<file path="src/hw/rtl/id3p_pkg.sv">
`timescale 1ns / 1ps
// ----------------------------------------------------------------------------
// ID3v2 parser package
// Shared region codes, error codes, the queue depth, and the queue entry and result types.
// ----------------------------------------------------------------------------
package id3p_pkg;

	localparam logic [2:0] RG_HEADER  = 3'd0;
	localparam logic [2:0] RG_EXT     = 3'd1;
	localparam logic [2:0] RG_FRAME   = 3'd2;
	localparam logic [2:0] RG_PAYLOAD = 3'd3;
	localparam logic [2:0] RG_PAD     = 3'd4;
	localparam logic [2:0] RG_FOOTER  = 3'd5;
	localparam logic [2:0] RG_IDLE    = 3'd6;

	localparam logic [3:0] ER_OK       = 4'd0;
	localparam logic [3:0] ER_MAGIC    = 4'd1;
	localparam logic [3:0] ER_VERSION  = 4'd2;
	localparam logic [3:0] ER_EXTSMALL = 4'd3;
	localparam logic [3:0] ER_FLAGBYTES = 4'd4;
	localparam logic [3:0] ER_UPDATE   = 4'd5;
	localparam logic [3:0] ER_CRC      = 4'd6;
	localparam logic [3:0] ER_RESTR    = 4'd7;
	localparam logic [3:0] ER_EXTSIZE  = 4'd8;
	localparam logic [3:0] ER_IDCHAR   = 4'd9;
	localparam logic [3:0] ER_OVERRUN  = 4'd10;
	localparam logic [3:0] ER_FMAGIC   = 4'd11;
	localparam logic [3:0] ER_FVERSION = 4'd12;

	localparam int QUEUE_DEPTH = 2;

	// One accepted byte as it travels from the front to the back.
	typedef struct packed {
		logic [7:0] data;
		logic       start;
	} id3p_item_t;

	// One result as it travels from the back to the output stage.
	typedef struct packed {
		logic [2:0]  region;
		logic [7:0]  data;
		logic        fh_valid;
		logic [31:0] fid;
		logic [27:0] fsize;
		logic [15:0] fflags;
		logic [27:0] tsize;
		logic [7:0]  tflags;
		logic [3:0]  err;
		logic        done;
	} id3p_result_t;

endpackage

</file>
<file path="src/hw/rtl/id3v2_tag_stream_parser.sv">
`timescale 1ns / 1ps
// ----------------------------------------------------------------------------
// ID3v2.4 tag stream parser
// Byte-serial tag parser: header, extended header, frames, padding, footer.
// ----------------------------------------------------------------------------
// The parser takes one tag byte per transfer and returns exactly one result
// per byte, in order. Bytes enter a short queue, so the input side keeps
// accepting until the queue fills while a result waits; the core handles one
// byte per cycle while out_ready allows, its throughput set by the single
// state update each byte needs. Bytes pass the queue and the result register;
// a steady stream runs at one byte per cycle while out_ready stays high.
// Assert tag_start with the first header byte of each tag; errors are sticky
// and the parser idles (region 6) until the next tag_start.
module id3v2_tag_stream_parser
	import id3p_pkg::*;
#(
	parameter int QDEPTH = QUEUE_DEPTH
) (
	input  logic        clk,
	input  logic        arst_n,
	input  logic        in_valid,
	output logic        in_ready,
	input  logic [7:0]  data_byte,
	input  logic        tag_start,
	output logic        out_valid,
	input  logic        out_ready,
	output logic [2:0]  region,
	output logic [7:0]  byte_out,
	output logic        frame_header_valid,
	output logic [31:0] frame_id,
	output logic [27:0] frame_size,
	output logic [15:0] frame_flags,
	output logic [27:0] tag_size,
	output logic [7:0]  tag_flags,
	output logic [3:0]  error_code,
	output logic        tag_done
);
	id3p_item_t   q_item;
	logic         q_valid, q_ready;
	id3p_result_t res;

	// Front: queue of accepted transfers.
	id3p_queue #(.DEPTH(QDEPTH)) u_queue (
		.clk(clk), .arst_n(arst_n),
		.in_valid(in_valid), .in_ready(in_ready),
		.in_item('{data: data_byte, start: tag_start}),
		.out_valid(q_valid), .out_ready(q_ready), .out_item(q_item)
	);

	// Back: the parsing state machine with its registered result.
	id3p_core u_core (
		.clk(clk), .arst_n(arst_n),
		.in_valid(q_valid), .in_ready(q_ready), .in_item(q_item),
		.out_valid(out_valid), .out_ready(out_ready), .out_res(res)
	);

	assign region             = res.region;
	assign byte_out           = res.data;
	assign frame_header_valid = res.fh_valid;
	assign frame_id           = res.fid;
	assign frame_size         = res.fsize;
	assign frame_flags        = res.fflags;
	assign tag_size           = res.tsize;
	assign tag_flags          = res.tflags;
	assign error_code         = res.err;
	assign tag_done           = res.done;

endmodule

</file>
<file path="src/hw/rtl/id3p_queue.sv">
`timescale 1ns / 1ps
// ----------------------------------------------------------------------------
// ID3v2 parser input queue
// Small first-in first-out queue between the front and the parser core.
// ----------------------------------------------------------------------------
module id3p_queue
	import id3p_pkg::*;
#(
	parameter int DEPTH = QUEUE_DEPTH
) (
	input  logic       clk,
	input  logic       arst_n,
	input  logic       in_valid,
	output logic       in_ready,
	input  id3p_item_t in_item,
	output logic       out_valid,
	input  logic       out_ready,
	output id3p_item_t out_item
);
	localparam int AW = (DEPTH > 1) ? $clog2(DEPTH) : 1;

	id3p_item_t mem_q [DEPTH];
	logic [AW-1:0] wr_q, rd_q;
	logic [AW:0] cnt_q;
	logic push, pop;

	assign in_ready  = (cnt_q != (AW+1)'(DEPTH));
	assign out_valid = (cnt_q != '0);
	assign out_item  = mem_q[rd_q];
	assign push = in_valid && in_ready;
	assign pop  = out_valid && out_ready;

	always_ff @(posedge clk) begin
		if (push) begin
			mem_q[wr_q] <= in_item;
		end
	end

	always_ff @(posedge clk or negedge arst_n) begin
		if (!arst_n) begin
			wr_q  <= '0;
			rd_q  <= '0;
			cnt_q <= '0;
		end else begin
			if (push) begin
				wr_q <= (wr_q == AW'(DEPTH-1)) ? '0 : wr_q + 1'b1;
			end
			if (pop) begin
				rd_q <= (rd_q == AW'(DEPTH-1)) ? '0 : rd_q + 1'b1;
			end
			cnt_q <= cnt_q + (AW+1)'(push) - (AW+1)'(pop);
		end
	end

endmodule

</file>
<file path="src/hw/rtl/id3p_core.sv">
`timescale 1ns / 1ps
// ----------------------------------------------------------------------------
// ID3v2 parser core
// Walks the tag state machine one byte per cycle while out_ready allows, and registers the result.
// ----------------------------------------------------------------------------
module id3p_core
	import id3p_pkg::*;
(
	input  logic         clk,
	input  logic         arst_n,
	input  logic         in_valid,
	output logic         in_ready,
	input  id3p_item_t   in_item,
	output logic         out_valid,
	input  logic         out_ready,
	output id3p_result_t out_res
);
	localparam logic [2:0] ST_DONE = 3'd6;

	logic [2:0]  phase_q;
	logic [3:0]  fc_q;
	logic [27:0] bsize_q, bpos_q, esize_q, cursize_q, pleft_q;
	logic [7:0]  hflags_q, eflags_q;
	logic [2:0]  estage_q;
	logic [31:0] curid_q;
	logic [15:0] curflags_q;
	logic [3:0]  err_q;

	logic [2:0]  phase_d;
	logic [3:0]  fc_d;
	logic [27:0] bsize_d, bpos_d, esize_d, cursize_d, pleft_d;
	logic [7:0]  hflags_d, eflags_d;
	logic [2:0]  estage_d;
	logic [31:0] curid_d;
	logic [15:0] curflags_d;
	logic [3:0]  err_d;
	logic        failed, fhv, done;
	logic [2:0]  region;
	logic [7:0]  b;
	logic        take;

	assign in_ready = !out_valid || out_ready;
	assign take = in_valid && in_ready;
	assign b = in_item.data;

	function automatic logic [27:0] spush(input logic [27:0] acc, input logic [7:0] v);
		return {acc[20:0], v[6:0]};
	endfunction

	function automatic logic [2:0] ext_after(input logic [2:0] s, input logic [7:0] f);
		if (s < 3'd1 && f[6]) return 3'd1;
		if (s < 3'd2 && f[5]) return 3'd2;
		if (s < 3'd4 && f[4]) return 3'd4;
		return ST_DONE;
	endfunction

	always_comb begin
		logic [2:0]  nx;
		logic [27:0] es;
		logic        clean;
		logic        adv;
		phase_d = phase_q; fc_d = fc_q; bsize_d = bsize_q; bpos_d = bpos_q;
		esize_d = esize_q; cursize_d = cursize_q; pleft_d = pleft_q;
		hflags_d = hflags_q; eflags_d = eflags_q; estage_d = estage_q;
		curid_d = curid_q; curflags_d = curflags_q; err_d = err_q;
		failed = 1'b0; fhv = 1'b0; done = 1'b0;
		nx = ST_DONE; es = '0; clean = 1'b0; adv = 1'b0;
		if (in_item.start) begin
			phase_d = RG_HEADER; fc_d = '0; bsize_d = '0; bpos_d = '0;
			esize_d = '0; cursize_d = '0; pleft_d = '0; hflags_d = '0;
			eflags_d = '0; estage_d = '0; curid_d = '0; curflags_d = '0;
			err_d = ER_OK;
		end
		region = phase_d;
		case (region)
			RG_HEADER: begin
				case (fc_d)
					4'd0: if (b != 8'h49) failed = 1'b1;
					4'd1: if (b != 8'h44) failed = 1'b1;
					4'd2: if (b != 8'h33) failed = 1'b1;
					default: ;
				endcase
				if (failed) err_d = ER_MAGIC;
				else if ((fc_d == 4'd3 && b != 8'd4) || (fc_d == 4'd4 && b != 8'd0)) begin
					failed = 1'b1; err_d = ER_VERSION;
				end else if (fc_d == 4'd5) hflags_d = b;
				else if (fc_d > 4'd5) bsize_d = spush(bsize_d, b);
				if (!failed) begin
					if (fc_d == 4'd9) begin
						bpos_d = '0; fc_d = '0; estage_d = '0;
						if (bsize_d == '0) begin
							if (hflags_d[6]) begin failed = 1'b1; err_d = ER_OVERRUN; end
							else begin
								fc_d = '0;
								if (hflags_d[4]) phase_d = RG_FOOTER;
								else begin phase_d = RG_IDLE; done = 1'b1; end
							end
						end else phase_d = hflags_d[6] ? RG_EXT : RG_FRAME;
					end else fc_d = fc_d + 4'd1;
				end
			end
			RG_EXT: begin
				case (estage_d)
					3'd0: begin
						if (fc_d < 4'd4) begin
							es = spush(esize_d, b);
							esize_d = es;
							if (fc_d == 4'd3 && es < 28'd6) begin
								failed = 1'b1; err_d = ER_EXTSMALL;
							end else fc_d = fc_d + 4'd1;
						end else if (fc_d == 4'd4) begin
							if (b != 8'd1) begin failed = 1'b1; err_d = ER_FLAGBYTES; end
							else fc_d = 4'd5;
						end else begin
							eflags_d = b; nx = ext_after(3'd0, b); adv = 1'b1;
						end
					end
					3'd1: begin
						if (b != 8'd0) begin failed = 1'b1; err_d = ER_UPDATE; end
						else begin nx = ext_after(3'd1, eflags_d); adv = 1'b1; end
					end
					3'd2: begin
						if (b != 8'd5) begin failed = 1'b1; err_d = ER_CRC; end
						else begin estage_d = 3'd3; fc_d = '0; end
					end
					3'd3: begin
						if (fc_d >= 4'd4) begin nx = ext_after(3'd3, eflags_d); adv = 1'b1; end
						else fc_d = fc_d + 4'd1;
					end
					3'd4: begin
						if (b != 8'd1) begin failed = 1'b1; err_d = ER_RESTR; end
						else begin estage_d = 3'd5; fc_d = '0; end
					end
					default: begin nx = ext_after(3'd5, eflags_d); adv = 1'b1; end
				endcase
				// An advance is pending when a stage finished this byte.
				if (!failed && adv) begin
					estage_d = nx; fc_d = '0;
					if (nx == ST_DONE) begin
						if (bpos_d + 28'd1 != esize_d) begin
							failed = 1'b1; err_d = ER_EXTSIZE;
						end else phase_d = RG_FRAME;
					end
				end
			end
			RG_FRAME: begin
				if (fc_d == 4'd0 && b == 8'd0) phase_d = RG_PAD;
				else begin
					if (fc_d < 4'd4) begin
						if (fc_d == 4'd0) begin
							curid_d = '0; cursize_d = '0; curflags_d = '0;
						end
						curid_d = {curid_d[23:0], b};
						if (!((b inside {[8'h41:8'h5A]}) || (b inside {[8'h30:8'h39]}))) begin
							failed = 1'b1; err_d = ER_IDCHAR;
						end
					end else if (fc_d < 4'd8) cursize_d = spush(cursize_d, b);
					else if (fc_d == 4'd8) curflags_d = {b, 8'd0};
					else curflags_d = {curflags_d[15:8], b};
					if (!failed) begin
						if (fc_d == 4'd9) begin
							fhv = 1'b1; pleft_d = cursize_d; fc_d = '0;
							phase_d = (cursize_d != '0) ? RG_PAYLOAD : RG_FRAME;
						end else fc_d = fc_d + 4'd1;
					end
				end
			end
			RG_PAYLOAD: begin
				pleft_d = pleft_d - 28'd1;
				if (pleft_d == '0) begin phase_d = RG_FRAME; fc_d = '0; end
			end
			RG_FOOTER: begin
				case (fc_d)
					4'd0: if (b != 8'h33) begin failed = 1'b1; err_d = ER_FMAGIC; end
					4'd1: if (b != 8'h44) begin failed = 1'b1; err_d = ER_FMAGIC; end
					4'd2: if (b != 8'h49) begin failed = 1'b1; err_d = ER_FMAGIC; end
					4'd3: if (b != 8'd4) begin failed = 1'b1; err_d = ER_FVERSION; end
					4'd4: if (b != 8'd0) begin failed = 1'b1; err_d = ER_FVERSION; end
					default: ;
				endcase
				if (!failed) begin
					if (fc_d == 4'd9) begin phase_d = RG_IDLE; fc_d = '0; done = 1'b1; end
					else fc_d = fc_d + 4'd1;
				end
			end
			default: ;
		endcase
		if (failed) phase_d = RG_IDLE;
		if (!failed && region >= RG_EXT && region <= RG_PAD) begin
			bpos_d = bpos_d + 28'd1;
			if (bpos_d == bsize_d) begin
				clean = (phase_d == RG_FRAME && fc_d == 4'd0) || phase_d == RG_PAD;
				if (clean) begin
					fc_d = '0;
					if (hflags_d[4]) phase_d = RG_FOOTER;
					else begin phase_d = RG_IDLE; done = 1'b1; end
				end else begin
					failed = 1'b1; err_d = ER_OVERRUN; phase_d = RG_IDLE;
				end
			end
		end
	end

	always_ff @(posedge clk or negedge arst_n) begin
		if (!arst_n) begin
			phase_q <= RG_IDLE; fc_q <= '0; bsize_q <= '0; bpos_q <= '0;
			esize_q <= '0; cursize_q <= '0; pleft_q <= '0; hflags_q <= '0;
			eflags_q <= '0; estage_q <= '0; curid_q <= '0; curflags_q <= '0;
			err_q <= ER_OK; out_valid <= 1'b0;
		end else begin
			if (take) begin
				phase_q <= phase_d; fc_q <= fc_d; bsize_q <= bsize_d; bpos_q <= bpos_d;
				esize_q <= esize_d; cursize_q <= cursize_d; pleft_q <= pleft_d;
				hflags_q <= hflags_d; eflags_q <= eflags_d; estage_q <= estage_d;
				curid_q <= curid_d; curflags_q <= curflags_d; err_q <= err_d;
			end
			if (take) out_valid <= 1'b1;
			else if (out_ready) out_valid <= 1'b0;
		end
	end

	always_ff @(posedge clk) begin
		if (take) begin
			out_res <= '{region: region, data: b, fh_valid: fhv, fid: curid_d,
				fsize: cursize_d, fflags: curflags_d, tsize: bsize_d,
				tflags: hflags_d, err: err_d, done: done};
		end
	end

endmodule
</file>
<file path="config.mk">
export PLATFORM = sky130hd
export DESIGN_NAME = id3v2_tag_stream_parser
export DESIGN_NICKNAME = d
export VERILOG_FILES = /design/src/hw/rtl/id3p_pkg.sv /design/src/hw/rtl/id3v2_tag_stream_parser.sv /design/src/hw/rtl/id3p_queue.sv /design/src/hw/rtl/id3p_core.sv
export SDC_FILE = /design/constraint.sdc
export NUM_CORES = 1
export LEC_CHECK = 0
export BUFFER_PORTS_ARGS = -buffer_cell sky130_fd_sc_hd__clkbuf_2
export CELL_PAD_IN_SITES_DETAIL_PLACEMENT = 1
export CELL_PAD_IN_SITES_GLOBAL_PLACEMENT = 1
export CORE_AREA = 2 2 223 225
export DETAILED_ROUTE_END_ITERATION = 6
export DIE_AREA = 0 0 225 227
export GPL_TIMING_DRIVEN = 1
export PLACE_DENSITY_LB_ADDON = 0.2
export SYNTH_ARGS = -nofsm -noshare
export SYNTH_HDL_FRONTEND = slang
export SYNTH_SLANG_ARGS = --single-unit
</file>
<file path="constraint.sdc">
create_clock -name clk -period 9 [get_ports clk]
set_clock_uncertainty 0.2 [all_clocks]
set_input_delay 0.45 -clock clk [delete_from_list [all_inputs] [get_ports clk]]
set_output_delay 0.45 -clock clk [all_outputs]
set_load 0.1 [all_outputs]
</file>
After elaboration in Yosys (flattened, before gate mapping)

Memories as Yosys holds them, arrays and structs flattened.
Cells that the tools add are included.

Flip-flop bits (word level): 352
Latch bits: 0
Bits in read-only memories: 0
Bits in writable memories: 18
Memories kept: 1
Output and inout port bits: 131
Bits of input ports: 13
Word-level logic and storage cells: 346

Memory list:

| memory        | words | width | rd ports | clocked after memory_dff | write ports | line             | text |
|---|---|---|---|---|---|---|---|
| u_queue.mem_q | 2     | 9     | 1        | 0                        | 1           | id3p_queue.sv:22 | `id3p_item_t mem_q [DEPTH];` |

Bitwise logic cells: 1
Add/subtract/negate cells: 8
$lt $le $gt $ge: 11
Divide/modulo/power cells: 0
$mul: 0
Eq/ne operators: 27
Reduce and logical (&&, ||, !) cells: 32
Shift operators: 0
Multiplexer cells: 239

Operators with widths:

| operator                                                     | count |
|---|---|
| 2-to-1 mux 28 bit                                            | 29 |
| 2-to-1 mux 4 bit                                             | 46 |
| 2-to-1 mux 32 bit                                            | 4 |
| 2-to-1 mux 3 bit                                             | 40 |
| 2-to-1 mux 16 bit                                            | 7 |
| 2-to-1 mux 8 bit                                             | 11 |
| 2-to-1 mux 1 bit                                             | 81 |
| adder 28 x 1 -> 28 bit (second input constant)               | 2 |
| logical NOT 28 bit                                           | 2 |
| case mux 28 bit (2 select lines)                             | 1 |
| case mux 4 bit (4 select lines)                              | 3 |
| case mux 4 bit (5 select lines)                              | 2 |
| == test 28 bit                                               | 1 |
| less-than comparator 28 x 3 -> 1 bit (second input constant) | 1 |
| inequality test 28 bit                                       | 1 |
| nonzero test 28 bit                                          | 1 |
| subtractor 28 x 1 -> 28 bit (second input constant)          | 1 |
| 2-to-1 mux 24 bit                                            | 1 |
| inequality test 8 x 3 -> 1 bit (second input constant)       | 2 |
| inequality test 8 x 7 -> 1 bit (second input constant)       | 2 |
| == test 3 x 2 -> 1 bit (second input constant)               | 5 |
| case mux 3 bit (5 select lines)                              | 1 |
| == test 3 bit (second input constant)                        | 4 |
| logical AND 1 bit                                            | 12 |
| 39 further kinds                                             | 58 |

Longest topological paths before layout

Gate-level depths: netlist (run 1).
An unclocked memory read counts as a cell.

Word-level depth: 36
Depth in mapped cells: 27
Depth with buffers taken out: 19

Hierarchy

A second synthesis (run 1) with hierarchy kept.

Cell total of the unflattened synthesis: 2395
Area, all modules: 21803.4 µm²

By module, submodules not included:

| module     | times used | sequential area each (µm²) | area an instance (µm²) | cells an instance |
|---|---|---|---|---|
| id3p_core  | 1          | 9206.3                     | 20937.6                | 2345 |
| id3p_queue | 1          | 640.6                      | 865.8                  | 50 |

Worst setup path before layout (run 1)

OpenSTA, ideal clock, no wires.

Path kind: reg2reg
Start: register u_core.out_valid
End: register u_queue.cnt_q[1]
Data arrival time: 6556 ps
Library setup time: 80 ps
Required time: 8720 ps
Buffers on the path: 2
Clock period less this slack: 6836 ps
Stages on the path, launching flop included: 11
Setup slack: 2164 ps
Cells stage by stage: dfrtp_1 -> nand2b_1 -> o21ai_1 -> inv_2 -> clkbuf_1 -> clkbuf_1 -> ha_1 -> inv_1 -> ha_1 -> xnor2_1 -> xnor2_1

Word-level cells in the longest chain between the ends: 4

Ends and longest elaborated chain:

| item                      | line             | text |
|---|---|---|
| start: declaration        | id3p_core.sv:14  | `output logic out_valid,` |
| start signal: assignment  | id3p_core.sv:209 | `err_q <= ER_OK; out_valid <= 1'b0;` |
| start signal: assignment  | id3p_core.sv:217 | `if (take) out_valid <= 1'b1;` |
| start signal: assignment  | id3p_core.sv:218 | `else if (out_ready) out_valid <= 1'b0;` |
| logical NOT 1 bit         | id3p_core.sv:42  | `assign in_ready = !out_valid \|\| out_ready;` |
| logical OR 1 bit          | id3p_core.sv:42  |  |
| logical AND 1 bit         | n/a              |  |
| net u_core.take           | id3p_core.sv:40  | `logic take;` |
| subtractor 2 x 1 -> 2 bit | id3p_queue.sv:51 | `cnt_q <= cnt_q + (AW+1)'(push) - (AW+1)'(pop);` |
| end signal: assignment    | id3p_queue.sv:51 |  |
| end: declaration          | id3p_queue.sv:24 | `logic [AW:0] cnt_q;` |

The timed path passes the listed nets, and every way through them passes these cells.
A chain may end at the register's enable or synchronous reset.

Final worst setup path (run 1)

Start: register u_queue.rd_q
End: register u_core.fc_q[3]

Word-level cells in the longest chain between the ends: 26
Elaborated cells between the ends (all ways): 217
Those cells by class: add/sub (4); order compare (11); eq/ne (25); mux (151); reduce/logical (25); memory (1)

Ends and longest elaborated chain:

| item                                                                               | line             | text |
|---|---|---|
| start: declaration                                                                 | id3p_queue.sv:23 | `logic [AW-1:0] wr_q, rd_q;` |
| start signal: assignment                                                           | id3p_queue.sv:49 | `rd_q <= (rd_q == AW'(DEPTH-1)) ? '0 : rd_q + 1'b1;` |
| memory (2 x 9 bit) *                                                               | n/a              |  |
| 2-to-1 mux 1 bit (2 in a row)                                                      | id3p_core.sv:53  | `if (s < 3'd4 && f[4]) return 3'd4;` |
| 2-to-1 mux 1 bit                                                                   | id3p_core.sv:52  | `if (s < 3'd2 && f[5]) return 3'd2;` |
| 2-to-1 mux 1 bit                                                                   | id3p_core.sv:111 | `end else if (fc_d == 4'd4) begin` |
| 2-to-1 mux 1 bit                                                                   | id3p_core.sv:105 | `if (fc_d < 4'd4) begin` |
| 2-to-1 mux 1 bit                                                                   | id3p_core.sv:103 | `case (estage_d)` |
| 2-to-1 mux 1 bit                                                                   | id3p_core.sv:75  | `case (region)` |
| 2-to-1 mux 3 bit                                                                   | id3p_core.sv:54  | `return ST_DONE;` |
| (+9 left out)                                                                      | n/a              |  |
| case mux 3 bit (5 select lines) or case mux 1 bit (4 select lines) (tied branches) | id3p_core.sv:75  |  |
| 2-to-1 mux 3 bit                                                                   | id3p_core.sv:188 | `if (failed) phase_d = RG_IDLE;` |
| == test 3 x 2 -> 1 bit                                                             | id3p_core.sv:192 | `clean = (phase_d == RG_FRAME && fc_d == 4'd0) \|\| phase_d == RG_PAD;` |
| logical AND 1 bit                                                                  | id3p_core.sv:192 |  |
| logical OR 1 bit                                                                   | id3p_core.sv:192 |  |
| 2-to-1 mux 4 bit                                                                   | id3p_core.sv:193 | `if (clean) begin` |
| 2-to-1 mux 4 bit                                                                   | id3p_core.sv:191 | `if (bpos_d == bsize_d) begin` |
| 2-to-1 mux 4 bit *                                                                 | id3p_core.sv:189 | `if (!failed && region >= RG_EXT && region <= RG_PAD) begin` |
| end signal: assignment                                                             | id3p_core.sv:206 | `phase_q <= RG_IDLE; fc_q <= '0; bsize_q <= '0; bpos_q <= '0;` |
| end signal: assignment                                                             | id3p_core.sv:212 | `phase_q <= phase_d; fc_q <= fc_d; bsize_q <= bsize_d; bpos_q <= bpos_d;` |
| end: declaration                                                                   | id3p_core.sv:21  | `logic [3:0] fc_q;` |

Every way passes the cells marked *; elsewhere a longest branch is shown, timed or not. The select of a mux whose other input is x is not followed.

==> results of run 1 <==
layer usage:
metal  global-route usage [%]  up-vias  part of all wire [%]
met1                     40.8    10327                    43
met4                     13.7        0                   4.5
met2                     50.5      691                    47
met5                        0        -                     0
met3                     3.33      199                   5.0
li1                         -     9044                     -
per-stage QoR:
step	power, mW	worst slack (ps)	std cells	hold slack (ps)	utilization (%)
2_1_floorplan	6.01	2160	2440	-45.6	-
6_report	8.91	2240	3148	282	49.9
5_1_grt	9.29	1760	3148	301	49.9
3_3_place_gp	7.06	2710	3057	257	46.8
4_1_cts	8.90	2360	3148	286	49.9
3_5_place_dp	7.14	2390	3057	268	46.8
how the worst max path moves through the flow:
stage / start / end / slack (ps)
CTS: u_queue.rd_q$_DFFE_PN0P_ / u_core.fc_q[3]$_DFFE_PN0P_ / 2360
global route: u_queue.rd_q$_DFFE_PN0P_ / u_core.fc_q[3]$_DFFE_PN0P_ / 1760
finish: u_queue.rd_q$_DFFE_PN0P_ / u_core.fc_q[3]$_DFFE_PN0P_ / 2240
detailed placement: u_queue.rd_q$_DFFE_PN0P_ / u_core.fc_q[3]$_DFFE_PN0P_ / 2390
global placement: u_queue.rd_q$_DFFE_PN0P_ / u_core.fc_q[3]$_DFFE_PN0P_ / 2710
floorplan: u_core.out_valid$_DFFE_PN0P_ / u_queue.cnt_q[1]$_DFF_PN0_ / 2160
cells by family after synthesis:
| kind of cell | Yosys count | synth area share [%] |
|---|---|---|
| AOI/OAI and AO/OA | 624 | 19.7 |
| DFF | 364 | 45.6 |
| and+or+nand+nor | 1059 | 22.9 |
| muxes | 68 | 3.29 |
| adders and majority gates | 10 | 0.580 |
| xor gates and xnor gates | 87 | 3.72 |
| buffers and inverters | 228 | 4.13 |
sequential cells by signal, summed over array words and instances (netlist names), 3 cells and up:
| register | count |
|---|---|
| u_core.curid_q | 32 |
| u_core.phase_q | 3 |
| u_core.esize_q | 28 |
| u_core.err_q | 4 |
| u_core.bsize_q | 28 |
| u_core.fc_q | 4 |
| u_core.pleft_q | 28 |
| u_core.curflags_q | 16 |
| u_core.estage_q | 3 |
| u_core.cursize_q | 28 |
| u_core.hflags_q | 8 |
| u_core.bpos_q | 28 |
| u_queue.mem_q | 18 |
| u_core.out_res | 129 |
cell type report:
cell class              count  area, sq um
clock inverters            21          203
inverters                  39          154
multi-input cells        1848        10900
repair buffers            196         1150
fillers                  5644        24300
clock buffers              58         1170
well taps                 622          778
flip-flops and latches    364         9850
tightest hold or removal path: stages, from the launching register on:
cell	delay, ps
dfrtp_1	340
nand2_1	50
nand2_1	50
synthesized netlist by cell type (all sizes together) (35+ instances only):
cell type and number:
inv 36, mux2i 50, o21ai 157, a22o 67, nor4 46, nand2 501
a31oi 45, xnor2 55, edfxtp 147, nor3 58, buf 50, a21oi 101
clkbuf 139, a211oi 35, nand3 78, nand4 43, dfrtp 215, nor2 158
power breakdown:
part	internal, mW	switching (mW)	leakage, nW
combinational	0.969	3.75	5.04
sequential	2.18	0.287	4.46
clock	0.980	0.749	0.659
total	4.12	4.79	10.2
==> impl_metrics.py, run 1 <==
metrics = {
    "outcome": {
        "status": "finished, final reports clean",
    },
    "yosys": {
        "syn_nets": 2463,
        "synth_top_cells_by_area": "dfrtp_1 (25%), edfxtp_1 (20%), nand2_1 (8.7%), o21ai_0 (3.3%), a22o_1 (2.7%)",
        "syn_area_sq_um": 21600,
        "synth_edf_count": 147,
        "yosysWarnings": 0,
        "yosysTopAreaCell": "dfrtp_1",
        "synth-seq-area-share_pct": 45.6,
        "syn_inst": 2440,
        "synth_cell_types": 97,
        "synth_ff_type": "dfrtp_1",
        "synth_top_cell_area_share_pct": 24.9,
        "synth_seq_cells": 364,
        "async_flop_share_pct": 59.6,
        "synth.avg_cell_area_sq_um": 8.85,
    },
    "sta": {
        "setup-tns-final_ps": 0,
        "maxClockFrequency_mhz": 148,
        "hold_viol": 0,
        "slew_viol_final": 0,
        "min_period_ps": 6760,
        "worst_pin_slew_ps": 1330,
        "finalCritPeriodShare_pct": 75.1,
        "rsz0062_at_grt": "false",
        "setup_viol": 0,
        "slew_headroom_pct": 11.0,
    },
    "worst_setup_path": {
        "worstReg2RegEnd": "u_core.fc_q[3]$_DFFE_PN0P_",
        "end_kind": "flop",
        "crit_cells": 20,
        "rrSetupSlack_ps": 2240,
        "worstPathRequired_ps": 9250,
        "crit_path_frequent_cell": "or3_1",
        "r2r_start": "u_queue.rd_q$_DFFE_PN0P_",
        "worstPathArrival_ps": 7000,
        "path_cells": "buf_4 > mux2i_4 > nand2_1 > inv_1 > ha_1 > and3b_1 > nand3_1 > and2_1 > ha_1 > nand3_1 > or3_1 > or3_1 > o22ai_1 > xnor2_1 > nand4_1 > or3_1 > nor4b_1 > nand4_1 > a211oi_2 > o221ai_1",
        "cp_max_fo": 40,
        "path_class": "flop to flop",
        "setup.worst_path.start_class": "flop",
        "cp_top_family": "simple AND/OR/NAND/NOR gates",
        "slowest_stage": "nand3_1",
        "slowest_delay_ps": 520,
        "rr_worst_depth": 20,
        "worst-path-buf-inv": 2,
    },
    "clocking": {
        "cts_setup_buffers": 0,
        "post_cts_resized": 0,
        "htreeDepth": 2,
        "clockBufferDepth": 3,
        "cts-hold-fix-buffers": 12,
        "cts-root-buf": "clkbuf_16",
        "path_clk_slew_ps": 60,
        "clkLatencyLatePin_ps": 600,
        "cts.sinks": 364,
        "cts_tree": "built",
        "numCtsBuffers": 43,
    },
    "pwr": {
        "irDropWorstVdd_mv": 0.212,
        "p_leak_nw": 10.2,
        "power.density_nw_per_um2": 368,
    },
    "drt": {
        "wl_per_cell_um": 25.0,
        "drc": 0,
        "vias_per_cell": 6.44,
        "first_pass_iters": 5,
        "ant_nets": 0,
        "wl_um": 78800,
        "first_iter_violations": 1623,
        "vias": 20261,
    },
    "run": {
        "drv_cap": 0,
    },
    "placed_design": {
        "place_congestion": 0.952,
        "hpwl_um": 54200,
        "postPlaceCellArea_sq_um": 22700,
        "io_buffers": 143,
    },
    "global_routing": {
        "antenna_found_initial": 0,
        "grt_overflow": 0,
        "grt_max_degree": 97,
        "grt_use_total_pct": 30.6,
        "grt_first_pass_wirelength_um": 121000,
        "first_global_vias": 20257,
    },
    "hold_path": {
        "hold_depth": 2,
        "min_from": "u_core.hflags_q[1]$_DFFE_PN0P_",
        "hp-class": "flop to flop",
        "holdPathEnd": "u_core.hflags_q[1]$_DFFE_PN0P_",
    },
    "die": {
        "ios": 144,
        "fp-row-count": 81,
        "dieArea_sq_um": 51100,
        "dieHeight_um": 227,
        "fp.coreArea_sq_um": 48500,
        "die_w_um": 225,
        "start_util_pct": 44.5,
    },
    "layout": {
        "final_cell_mix": "nand2_1 (501), dfrtp_1 (215), nor2_1 (156), edfxtp_1 (147), o21ai_0 (143)",
        "fin_nets": 2515,
        "drive_gt1_share_pct": 12.2,
        "final_common_cell": "nand2_1",
        "diodes": 0,
        "final_area_sq_um": 24200,
        "syn_to_final_growth_pct": 12.1,
    },
}
Power figures use the tool's default switching activity.
==> inputs of run 2 (changes only) <==
--- a/config.mk
+++ b/config.mk
@@ -8,9 +8,9 @@
 export BUFFER_PORTS_ARGS = -buffer_cell sky130_fd_sc_hd__clkbuf_2
 export CELL_PAD_IN_SITES_DETAIL_PLACEMENT = 1
 export CELL_PAD_IN_SITES_GLOBAL_PLACEMENT = 1
-export CORE_AREA = 2 2 223 225
+export CORE_AREA = 2 2 228 230
 export DETAILED_ROUTE_END_ITERATION = 6
-export DIE_AREA = 0 0 225 227
+export DIE_AREA = 0 0 230 232
 export GPL_TIMING_DRIVEN = 1
 export PLACE_DENSITY_LB_ADDON = 0.2
 export SYNTH_ARGS = -nofsm -noshare
==> constraint.sdc (replaced) <==
create_clock -name clk -period 6.1 [get_ports clk]
set_clock_uncertainty 0.2 [all_clocks]
set_input_delay 0.305 -clock clk [delete_from_list [all_inputs] [get_ports clk]]
set_output_delay 0.305 -clock clk [all_outputs]
set_load 0.1 [all_outputs]
==> impl_metrics.py, run 2 (synthesized netlist as in run 1, its figures left out) <==
metrics = {
    "layout": {
        "syn_to_final_growth_pct": 14.1,
        "largest-register": "u_core.out_res",
        "final_area_sq_um": 24600,
        "fin_nets": 2543,
        "regArea_sq_um": 9850,
        "drive_gt1_share_pct": 13.6,
        "fillers": 5943,
        "multi_input_area_sq_um": 10900,
        "largest_reg_flops": 129,
        "final_common_cell": "nand2_1",
        "final_cell_mix": "nand2_1 (501), dfrtp_1 (215), nor2_1 (156), edfxtp_1 (147), o21ai_0 (143)",
        "reg_top3": "u_core.out_res (129), u_core.curid_q (32)",
    },
    "worst_setup_path": {
        "end_kind": "flop",
        "rrSetupSlack_ps": 420,
        "endpoint": "u_core.fc_q[3]$_DFFE_PN0P_",
        "setup.worst_path.start_class": "flop",
        "worstReg2RegEnd": "u_core.fc_q[3]$_DFFE_PN0P_",
        "cp_max_fo": 11,
        "worstPathRequired_ps": 6320,
        "rr_worst_depth": 18,
        "r2r_start": "u_queue.mem_q[0][0]$_DFFE_PP_",
        "setup.worst_path.start": "u_queue.mem_q[0][0]$_DFFE_PP_",
        "path_class": "flop to flop",
        "worstPathArrival_ps": 5900,
    },
    "pwr": {
        "power.density_nw_per_um2": 547,
        "irDropWorstVdd_mv": 0.403,
        "power_mw": 13.5,
        "p_leak_nw": 10.4,
    },
    "drt": {
        "vias": 20376,
        "drc": 0,
        "first_iter_violations": 1633,
        "first_pass_iters": 6,
        "wl_per_cell_um": 25.1,
        "wl_um": 81000,
        "vias_per_cell": 6.30,
        "ant_nets": 0,
    },
    "global_routing": {
        "antenna_found_initial": 0,
        "grt_overflow": 0,
        "grt_first_pass_wirelength_um": 124000,
        "grt_max_degree": 159,
        "first_global_vias": 20507,
        "grt_use_total_pct": 29.7,
    },
    "placed_design": {
        "io_buffers": 143,
        "place_congestion": 0.923,
        "hpwl_um": 56100,
        "postPlaceCellArea_sq_um": 23000,
    },
    "sta": {
        "min_period_ps": 5680,
        "finalCritPeriodShare_pct": 93.2,
        "worst_pin_slew_ps": 979,
        "setup_viol": 0,
        "setup-tns-final_ps": 0,
        "hold_ws_ps": 134,
        "rsz0062_at_grt": "false",
        "slew_viol_final": 0,
        "maxClockFrequency_mhz": 176,
        "slew_headroom_pct": 34.1,
        "hold_viol": 0,
    },
    "clocking": {
        "cts-root-buf": "clkbuf_16",
        "clkLatencyLatePin_ps": 570,
        "htreeDepth": 2,
        "numCtsBuffers": 42,
        "cts.sinks": 364,
        "clockBufferDepth": 3,
        "cts_tree": "built",
        "path_clk_slew_ps": 60,
    },
    "die": {
        "die_w_um": 230,
        "fp.coreArea_sq_um": 50900,
        "ios": 144,
        "dieArea_sq_um": 53400,
        "dieHeight_um": 232,
        "start_util_pct": 42.4,
        "fp-row-count": 83,
    },
    "outcome": {
        "status": "finished, final reports clean",
    },
    "hold_path": {
        "hp-class": "primary input to async pin",
    },
    "run": {
        "drv_cap": 0,
    },
}
-- run 2: power breakdown --
group | switching, mW | internal (mW)
registers | 0.437 | 3.21
logic | 5.64 | 1.52
clock network | 1.08 | 1.58
total | 7.16 | 6.31
-- run 2: metrics by stage --
step	cells	util, %	setup slack [ps]
after floorplan	2440	-	22.8
after global placement	3140	45.2	508
after detailed placement	3140	45.2	207
after CTS	3229	48.3	162
after global routing	3233	48.4	6.08
final	3234	48.4	418
-- run 2: timing repair --
item / in CTS / in global routing
hold buffers: 12 / 0
resized for setup: 0 / 4
hold endpoints to repair: 109 / 0
setup endpoints to repair: 0 / 12
setup buffers: 0 / 3
-- run 2: layout make-up --
| class | count | area share, % |
|---|---|---|
| Antenna cell | 1 | 0.0102 |
| Clock buffer | 55 | 4.76 |
| Clock inverter | 22 | 1.09 |
| Inverter | 39 | 0.625 |
| Multi-Input combinational cell | 1848 | 44.4 |
| Sequential cell | 364 | 40.0 |
| Tap cell | 680 | 3.46 |
| Timing Repair Buffer | 225 | 5.71 |
-- run 2: worst min path at each step --
stage          startpoint                        endpoint  slack, ps  depth (start not counted)
5_1_grt            arst_n  u_core.bsize_q[10]$_DFFE_PN0P_        190                          2
3_3_place_gp       arst_n  u_core.bsize_q[16]$_DFFE_PN0P_        180                          1
6_report           arst_n  u_core.bsize_q[10]$_DFFE_PN0P_        130                          2
3_5_place_dp       arst_n  u_core.bsize_q[23]$_DFFE_PN0P_        180                          1
4_1_cts            arst_n  u_core.bsize_q[12]$_DFFE_PN0P_        180                          2
2_1_floorplan      arst_n    u_core.bpos_q[0]$_DFFE_PN0P_       -190                          0
-- run 2: worst max-delay path: stages (launching register included) --
cell and delay (ps):
edfxtp_1 480, mux2i_4 280, nand2_1 190, ha_1 250, and3b_1 260, a21oi_2 180
and2_1 150, ha_1 230, nand3_1 220, or3_4 480, or3_1 490, o22ai_1 220
xnor2_1 200, nand4_1 140, or3_1 390, nor4b_1 270, nand4_1 260, a211oi_4 450
o221ai_1 190
-- run 2: layer usage --
layer	vias up	track usage, %	share of wire [%]
met5	-	0	0
li1	9110	-	-
met3	157	3.49	5.7
met2	729	49.9	48
met4	0	9.76	3.3
met1	10380	40.1	43
